===== src/rtl/core/fbm_pkg.sv =====
// Shared widths, stage record and constants for the FFT bin magnitude unit.
`timescale 1ns / 1ps

package fbm_pkg;

   localparam int BIN_W    = 32;                 // packed bin word
   localparam int PART_W   = 16;                 // signed real / imaginary part
   localparam int SQ_W     = 31;                 // one square, at most 2^30
   localparam int POWER_W  = 32;                 // sum of squares, at most 2^31
   localparam int RAD_W    = 34;                 // radicand, 4*power for non-DC bins
   localparam int ROOT_W   = 17;                 // amplitude width
   localparam int REM_W    = ROOT_W + 1;         // remainder stays below 2*root+1
   localparam int SQRT_STEPS = RAD_W / 2;        // one root bit per stage

   localparam logic [ROOT_W-1:0] AMP_MAX = ROOT_W'(92681);

   typedef struct packed {
      logic [ROOT_W-1:0] root;
      logic [REM_W-1:0]  rem;
      logic [RAD_W-1:0]  rad;
   } sqrt_stage_type;

endpackage


===== src/rtl/core/fbm_isqrt.sv =====
// Pipelined restoring integer square root, one result bit per stage.
`timescale 1ns / 1ps

module fbm_isqrt (
   input  logic                               clock,
   input  logic                               reset,
   input  logic                               advance,
   input  logic                               in_valid,
   input  logic [fbm_pkg::RAD_W-1:0]          in_radicand,
   output logic                               out_valid,
   output logic [fbm_pkg::ROOT_W-1:0]         out_root
);

   localparam int LAST = fbm_pkg::SQRT_STEPS - 1;
   localparam int CAT_W = fbm_pkg::REM_W + 2;

   fbm_pkg::sqrt_stage_type stage_w  [fbm_pkg::SQRT_STEPS+1];
   fbm_pkg::sqrt_stage_type stage_in [fbm_pkg::SQRT_STEPS];
   fbm_pkg::sqrt_stage_type stage_ff [fbm_pkg::SQRT_STEPS];
   logic [fbm_pkg::SQRT_STEPS-1:0] valid_ff;
   logic [fbm_pkg::SQRT_STEPS-1:0] valid_in;

   assign stage_w[0].root = '0;
   assign stage_w[0].rem  = '0;
   assign stage_w[0].rad  = in_radicand;

   assign valid_in = {valid_ff[fbm_pkg::SQRT_STEPS-2:0], in_valid};

   for (genvar k = 0; k < fbm_pkg::SQRT_STEPS; k++) begin : g_step
      logic [CAT_W-1:0] rem_cat;
      logic [CAT_W-1:0] trial;
      logic [CAT_W-1:0] diff;
      logic             take;

      // bring down the next two radicand bits, try root*4+1
      assign rem_cat = {stage_w[k].rem, stage_w[k].rad[fbm_pkg::RAD_W-1 -: 2]};
      assign trial   = {1'b0, stage_w[k].root, 2'b01};
      assign diff    = rem_cat - trial;
      assign take    = (rem_cat >= trial);

      always_comb begin
         stage_in[k].root = {stage_w[k].root[fbm_pkg::ROOT_W-2:0], take};
         stage_in[k].rem  = take ? diff[fbm_pkg::REM_W-1:0]
                                 : rem_cat[fbm_pkg::REM_W-1:0];
         stage_in[k].rad  = {stage_w[k].rad[fbm_pkg::RAD_W-3:0], 2'b00};
      end

      always_ff @(posedge clock) begin
         if (advance) begin
            stage_ff[k] <= stage_in[k];
         end
      end

      assign stage_w[k+1] = stage_ff[k];
   end

   always_ff @(posedge clock) begin
      if (reset) begin
         valid_ff <= '0;
      end else if (advance) begin
         valid_ff <= valid_in;
      end
   end

   assign out_valid = valid_ff[LAST];
   assign out_root  = stage_ff[LAST].root;

   a_hold_on_stall: assert property (@(posedge clock) disable iff (reset)
      !advance |=> $stable(valid_ff))
      else $error("sqrt pipeline valid bits moved while held");

   a_rem_bound: assert property (@(posedge clock) disable iff (reset)
      valid_ff[LAST] |-> ({1'b0, stage_ff[LAST].rem} <= {stage_ff[LAST].root, 1'b0}))
      else $error("sqrt remainder exceeds 2*root");

   a_root_range: assert property (@(posedge clock) disable iff (reset)
      out_valid |-> (out_root <= fbm_pkg::AMP_MAX))
      else $error("amplitude beyond largest possible value");

endmodule


===== src/rtl/core/fft_bin_magnitude_unit.sv =====
// Top level: amplitude of one FFT output bin, floor(sqrt(p)) or floor(2*sqrt(p)).
`timescale 1ns / 1ps

// Usage
//   Request channel (req_): one beat per transform bin. req_packed_bin holds
//   the signed real part in bits 15:0 and the signed imaginary part in bits
//   31:16; req_dc_bin marks the zero-frequency bin, which is not doubled.
//   Response channel (rsp_): one beat per request, in order, carrying the
//   17-bit amplitude floor(sqrt(re^2+im^2)) for DC, floor(sqrt(4*(re^2+im^2)))
//   otherwise. Exact, never overflows (maximum 92681).
// Throughput: one beat per cycle while no finished response is held by rsp_stall.
// Pipeline: squares, then sum and scale, then 17 square-root stages that
//   each resolve one root bit with an 18/20-bit compare and subtract.
// The last square-root stage is the output register. When the receiver holds
//   rsp_stall while a response is waiting, the whole pipeline freezes and
//   req_stall is raised; nothing is lost or repeated, and empty slots keep
//   moving otherwise.
// Reset (synchronous, active high) clears every valid bit; no data state.

module fft_bin_magnitude_unit (
   input  logic                               clock,
   input  logic                               reset,
   input  logic                               req_valid,
   output logic                               req_stall,
   input  logic [fbm_pkg::BIN_W-1:0]          req_packed_bin,
   input  logic                               req_dc_bin,
   output logic                               rsp_valid,
   input  logic                               rsp_stall,
   output logic [fbm_pkg::ROOT_W-1:0]         rsp_amplitude
);

   logic advance;

   // stage 1: squares
   logic signed [fbm_pkg::PART_W-1:0]   re_part;
   logic signed [fbm_pkg::PART_W-1:0]   im_part;
   logic signed [2*fbm_pkg::PART_W-1:0] re_prod;
   logic signed [2*fbm_pkg::PART_W-1:0] im_prod;
   logic [fbm_pkg::SQ_W-1:0]            re_sq_ff;
   logic [fbm_pkg::SQ_W-1:0]            im_sq_ff;
   logic                                s1_dc_ff;
   logic                                s1_valid_ff;

   // stage 2: power and radicand
   logic [fbm_pkg::POWER_W-1:0]         power;
   logic [fbm_pkg::RAD_W-1:0]           rad_in;
   logic [fbm_pkg::RAD_W-1:0]           rad_ff;
   logic                                s2_valid_ff;

   // Freeze everything only when a finished beat waits on the receiver.
   assign advance   = !(rsp_valid && rsp_stall);
   assign req_stall = !advance;

   assign re_part = req_packed_bin[fbm_pkg::PART_W-1:0];
   assign im_part = req_packed_bin[fbm_pkg::BIN_W-1:fbm_pkg::PART_W];
   assign re_prod = re_part * re_part;
   assign im_prod = im_part * im_part;

   always_ff @(posedge clock) begin
      if (advance) begin
         re_sq_ff <= re_prod[fbm_pkg::SQ_W-1:0];   // square is at most 2^30
         im_sq_ff <= im_prod[fbm_pkg::SQ_W-1:0];
         s1_dc_ff <= req_dc_bin;
      end
   end

   // 2*sqrt(p) == sqrt(4p): scale before the root for non-DC bins
   assign power  = {1'b0, re_sq_ff} + {1'b0, im_sq_ff};
   assign rad_in = s1_dc_ff ? {2'b00, power} : {power, 2'b00};

   always_ff @(posedge clock) begin
      if (advance) begin
         rad_ff <= rad_in;
      end
   end

   always_ff @(posedge clock) begin
      if (reset) begin
         s1_valid_ff <= 1'b0;
         s2_valid_ff <= 1'b0;
      end else if (advance) begin
         s1_valid_ff <= req_valid;
         s2_valid_ff <= s1_valid_ff;
      end
   end

   fbm_isqrt u_isqrt (
      .clock       (clock),
      .reset       (reset),
      .advance     (advance),
      .in_valid    (s2_valid_ff),
      .in_radicand (rad_ff),
      .out_valid   (rsp_valid),
      .out_root    (rsp_amplitude)
   );

endmodule


===== config.mk =====
export PLATFORM = sky130hd
export DESIGN_NAME = fft_bin_magnitude_unit
export DESIGN_NICKNAME = d
export VERILOG_FILES = /design/src/rtl/core/fbm_pkg.sv /design/src/rtl/core/fbm_isqrt.sv /design/src/rtl/core/fft_bin_magnitude_unit.sv
export SDC_FILE = /design/constraint.sdc
export NUM_CORES = 2
export LEC_CHECK = 0
export BUFFER_PORTS_ARGS = -buffer_cell sky130_fd_sc_hd__buf_2
export CAP_MARGIN = 20
export CORE_MARGIN = 2
export CORE_UTILIZATION = 29
export CTS_BUF_LIST = sky130_fd_sc_hd__clkbuf_4 sky130_fd_sc_hd__clkbuf_8 sky130_fd_sc_hd__clkbuf_16
export DETAILED_ROUTE_END_ITERATION = 12
export GPL_TIMING_DRIVEN = 0
export PLACE_DENSITY = 0.53
export RECOVER_POWER = 25
export SYNTH_ARGS = -nofsm -noshare
export SYNTH_HDL_FRONTEND = slang
export SYNTH_SLANG_ARGS = --single-unit

===== constraint.sdc =====
create_clock -name clock -period 84.2 [get_ports clock]
set_clock_uncertainty 0.2 [all_clocks]
set_input_delay 12.63 -clock clock [delete_from_list [all_inputs] [get_ports clock]]
set_output_delay 12.63 -clock clock [all_outputs]
set_load 0.01 [all_outputs]

==> out/summary.log <==
INFO  critical_path  timing.setup.critical_path_class=primary input to output pin
INFO  job            drv_cap=0
INFO  synth          syn-mean-instance-area=11.4um^2
INFO  clock_tree     cts_post_setup_buffers_inserted=0
INFO  floorplanning  floorplan.core_area=187000um^2
INFO  synth          synth_nets=5651
INFO  clock_tree     tritoncts=yes
INFO  drt            post_drt_via_cell_ratio=4.44
INFO  critical_path  critPathArrivalTime=13.49ns
INFO  timing         final-max-slew-violation-count=0
INFO  worst_hold_path hold_path_class=flip-flop to flip-flop
INFO  synth          syn_inst=4779
INFO  clock_tree     path_clk_slew=0.06ns
INFO  synth          synth-seq-area-share=44.0%
INFO  synth          ys_types=84
INFO  drt            first_iter_violations=1654
INFO  synth          synth_enable_flop_cells=788
INFO  global_routing global_route_usage_over_all_layers=11.5%
INFO  clock_tree     master_cell_of_the_clock_root_buffer=sky130_fd_sc_hd__clkbuf_16
INFO  global_routing number_of_global_route_vias_before_repair=34.9k
INFO  critical_path  timing.critical_path.required=71.37ns
INFO  floorplanning  die_width=438um
INFO  synth          synth_seq_cells=807
INFO  timing         worst_slew_pin_slew=0.943ns
INFO  timing         timing.setup.tns=0ns
INFO  floorplanning  io_pins=56
INFO  layout         area.sequential=24000um^2
INFO  clock_tree     post_cts_resized=0
INFO  timing         fmax=38.0MHz
INFO  clock_tree     h-tree-depth=3
INFO  layout         multiInputGateArea=26600um^2
INFO  synth          synth_area=54600um^2
INFO  critical_path  crit_path_end_kind=output pin
INFO  clock_tree     clk_latency=0.69ns
INFO  drt            wl_per_cell=14.6um
INFO  drt            route.top_layer_used=met4
INFO  floorplanning  die_area=192000um^2
INFO  synth          synth_warnings=0
INFO  place          globalplace.congestion=0.850
INFO  global_routing grt_start_max_net_pins=70
INFO  drt            drtPass1Iterations=5
INFO  outcome        status=finished clean
INFO  global_routing grt_overflow_total=0
INFO  global_routing grt_pass1_wl=180mm
INFO  timing         slew_headroom=36.8%
INFO  synth          ys.flop_type=sky130_fd_sc_hd__edfxtp_1
INFO  layout         fillerInstances=18.9k
INFO  clock_tree     numCtsBuffers=87
INFO  floorplanning  floorplan.initialDensity=29.2%
INFO  drt            drcViolationCount=0
INFO  critical_path  crit_path_max_fanout=10
INFO  drt            routedLengthMet1=45.9mm
INFO  timing         rsz_0062_raised_after_global_routing=no
INFO  timing         finalSetupViolations=0
INFO  layout         drive_above_1_share=6.42%
INFO  drt            wl=110mm
INFO  layout         num-nets-final=5801
INFO  drt            postRouteAntennaNets=0
INFO  synth          ys_async_sr_fraction=0%
INFO  layout         final_core_utilization=32.7%
INFO  timing         period_needed=26.32ns
INFO  clock_tree     tritoncts_num_sinks=807
INFO  floorplanning  num_rows=159
INFO  timing         finalCritPeriodShare=31.3%
INFO  place          dp.final_hpwl=86.3mm
INFO  drt            met2RoutedLength=56.1mm
INFO  critical_path  setup.worst_path.start_class=primary input
INFO  clock_tree     cts_max_path_buffers=3
INFO  drt            detailroute.via_count=33.3k
INFO  timing         number_of_hold_slack_violations_in_the_final_timing_report=0
INFO  floorplanning  overall_die_height=438um
INFO  layout         syn2layout_area_growth=12.3%
INFO  drt            met3_length=3.85mm
INFO  clock_tree     postCtsHoldBufs=0
INFO  place          portBuffers=49
INFO  global_routing number_of_antenna_violations_at_the_first_check_in_global_routing=5
==> sequential cells by signal (all words and copies together) (netlist names) <==
| signal | flops |
|---|---|
| s2_valid_ff | 1 |
| s1_dc_ff | 1 |
| u_isqrt.valid_ff | 17 |
| im_sq_ff | 30 |
| u_isqrt.stage_ff | 693 |
| re_sq_ff | 30 |
| s1_valid_ff | 1 |
| rad_ff | 34 |
==> final timing paths <==
| path | depth (start not counted) | from | slack (ns) | end |
|---|---|---|---|---|
| worst max register to register | 8 | u_isqrt.valid_ff[16]$_SDFFE_PP0N_ | 80.21 | u_isqrt.stage_ff[0][114]$_DFFE_PN_ |
| worst min-delay path | 0 | u_isqrt.stage_ff[0][966]$_DFFE_PN_ | 0.20 | u_isqrt.stage_ff[0][1035]$_DFFE_PN_ |
| worst max-delay path | 5 | rsp_stall | 57.89 | req_stall |
| worst min register to register | 0 | u_isqrt.stage_ff[0][966]$_DFFE_PN_ | 0.20 | u_isqrt.stage_ff[0][1035]$_DFFE_PN_ |
==> cell families (layout without fill, tap and decap cells) <==
kind of cell               Yosys count  count (layout)  share of synthesized area, %
and+or+nand+nor                   1083            1083                          9.56
AOI/OAI and AO/OA                  662             662                          7.65
DFF                                807             807                          44.0
buffers and inverters             1031            1249                          7.24
muxes                               57              57                          1.17
adders and majority gates          835             835                          25.5
other                                1               5                       0.00686
xor gates and xnor gates           303             303                          4.86
==> cells in the mapped netlist, types with 19 or more instances <==
cell | n | area (um^2)
sky130_fd_sc_hd__dfxtp_1 | 19 | 380
sky130_fd_sc_hd__nor2_1 | 249 | 935
sky130_fd_sc_hd__ha_1 | 370 | 4630
sky130_fd_sc_hd__nor3_1 | 91 | 455
sky130_fd_sc_hd__inv_1 | 917 | 3440
sky130_fd_sc_hd__nand3_1 | 52 | 260
sky130_fd_sc_hd__a21o_1 | 71 | 533
sky130_fd_sc_hd__and3_1 | 21 | 131
sky130_fd_sc_hd__nand4_1 | 25 | 156
sky130_fd_sc_hd__or2_2 | 19 | 119
sky130_fd_sc_hd__or3_1 | 29 | 181
sky130_fd_sc_hd__xor2_1 | 116 | 1020
sky130_fd_sc_hd__nor2b_1 | 43 | 269
sky130_fd_sc_hd__fa_1 | 465 | 9310
sky130_fd_sc_hd__a31oi_1 | 22 | 138
sky130_fd_sc_hd__o21ai_0 | 122 | 611
sky130_fd_sc_hd__clkbuf_1 | 78 | 293
sky130_fd_sc_hd__nor4_1 | 28 | 175
sky130_fd_sc_hd__nand2b_1 | 45 | 282
sky130_fd_sc_hd__a21oi_1 | 233 | 1170
sky130_fd_sc_hd__and2_1 | 95 | 594
sky130_fd_sc_hd__o21a_1 | 60 | 450
sky130_fd_sc_hd__nand2_1 | 339 | 1270
sky130_fd_sc_hd__edfxtp_1 | 788 | 23700
sky130_fd_sc_hd__mux2_2 | 53 | 597
sky130_fd_sc_hd__xnor2_1 | 187 | 1640
==> critical path: stages <==
cell	delay (ns)
sky130_fd_sc_hd__buf_2	0.07
sky130_fd_sc_hd__nand2_1	0.12
sky130_fd_sc_hd__inv_1	0.10
sky130_fd_sc_hd__clkbuf_1	0.31
sky130_fd_sc_hd__buf_2	0.24
==> routing by layer <==
metal | vias up | global-route usage, %
li1 | 16200 | -
met1 | 16300 | 13.9
met2 | 520 | 20.8
met3 | 195 | 1.80
met4 | 0 | 3.89
met5 | - | 0
==> final cells by class <==
class	count	area share [%]
diodes	4	0.0163
plain buffers	112	0.830
clock buffers	99	3.70
clock inverters	58	1.19
inverters	919	5.62
multi-input cells	2941	43.4
flip-flops and latches	807	39.2
well taps	2495	5.09
repair buffers	61	0.926
==> per-stage QoR <==
step	hold slack (ns)	area [um^2]	worst slack, ns	instances
4_1_cts	0.194	61300	57.84	7492
3_5_place_dp	0.205	58300	57.84	7335
2_1_floorplan	0.200	54600	48.22	4779
6_report	0.197	61300	57.89	7496
5_1_grt	0.204	61300	57.80	7495
3_3_place_gp	0.201	58000	39.54	7323
==> cells in the final DEF, fill, tap and decap left out, types with 52 or more instances in the layout <==
cell | netlist | layout
sky130_fd_sc_hd__inv_1 | 917 | 917
sky130_fd_sc_hd__edfxtp_1 | 788 | 788
sky130_fd_sc_hd__fa_1 | 465 | 465
sky130_fd_sc_hd__ha_1 | 370 | 370
sky130_fd_sc_hd__nand2_1 | 339 | 339
sky130_fd_sc_hd__nor2_1 | 249 | 249
sky130_fd_sc_hd__a21oi_1 | 233 | 233
sky130_fd_sc_hd__xnor2_1 | 187 | 187
sky130_fd_sc_hd__o21ai_0 | 122 | 122
sky130_fd_sc_hd__xor2_1 | 116 | 116
sky130_fd_sc_hd__and2_1 | 95 | 95
sky130_fd_sc_hd__nor3_1 | 91 | 91
sky130_fd_sc_hd__clkbuf_16 | 0 | 87
sky130_fd_sc_hd__clkbuf_1 | 78 | 77
sky130_fd_sc_hd__a21o_1 | 71 | 71
sky130_fd_sc_hd__o21a_1 | 60 | 60
sky130_fd_sc_hd__buf_2 | 8 | 57
sky130_fd_sc_hd__mux2_2 | 53 | 53
sky130_fd_sc_hd__nand3_1 | 52 | 52
Power is left out: the tool's default activity adds up to more than one toggle a clock period on the data nets, which glitch-free logic cannot reach.
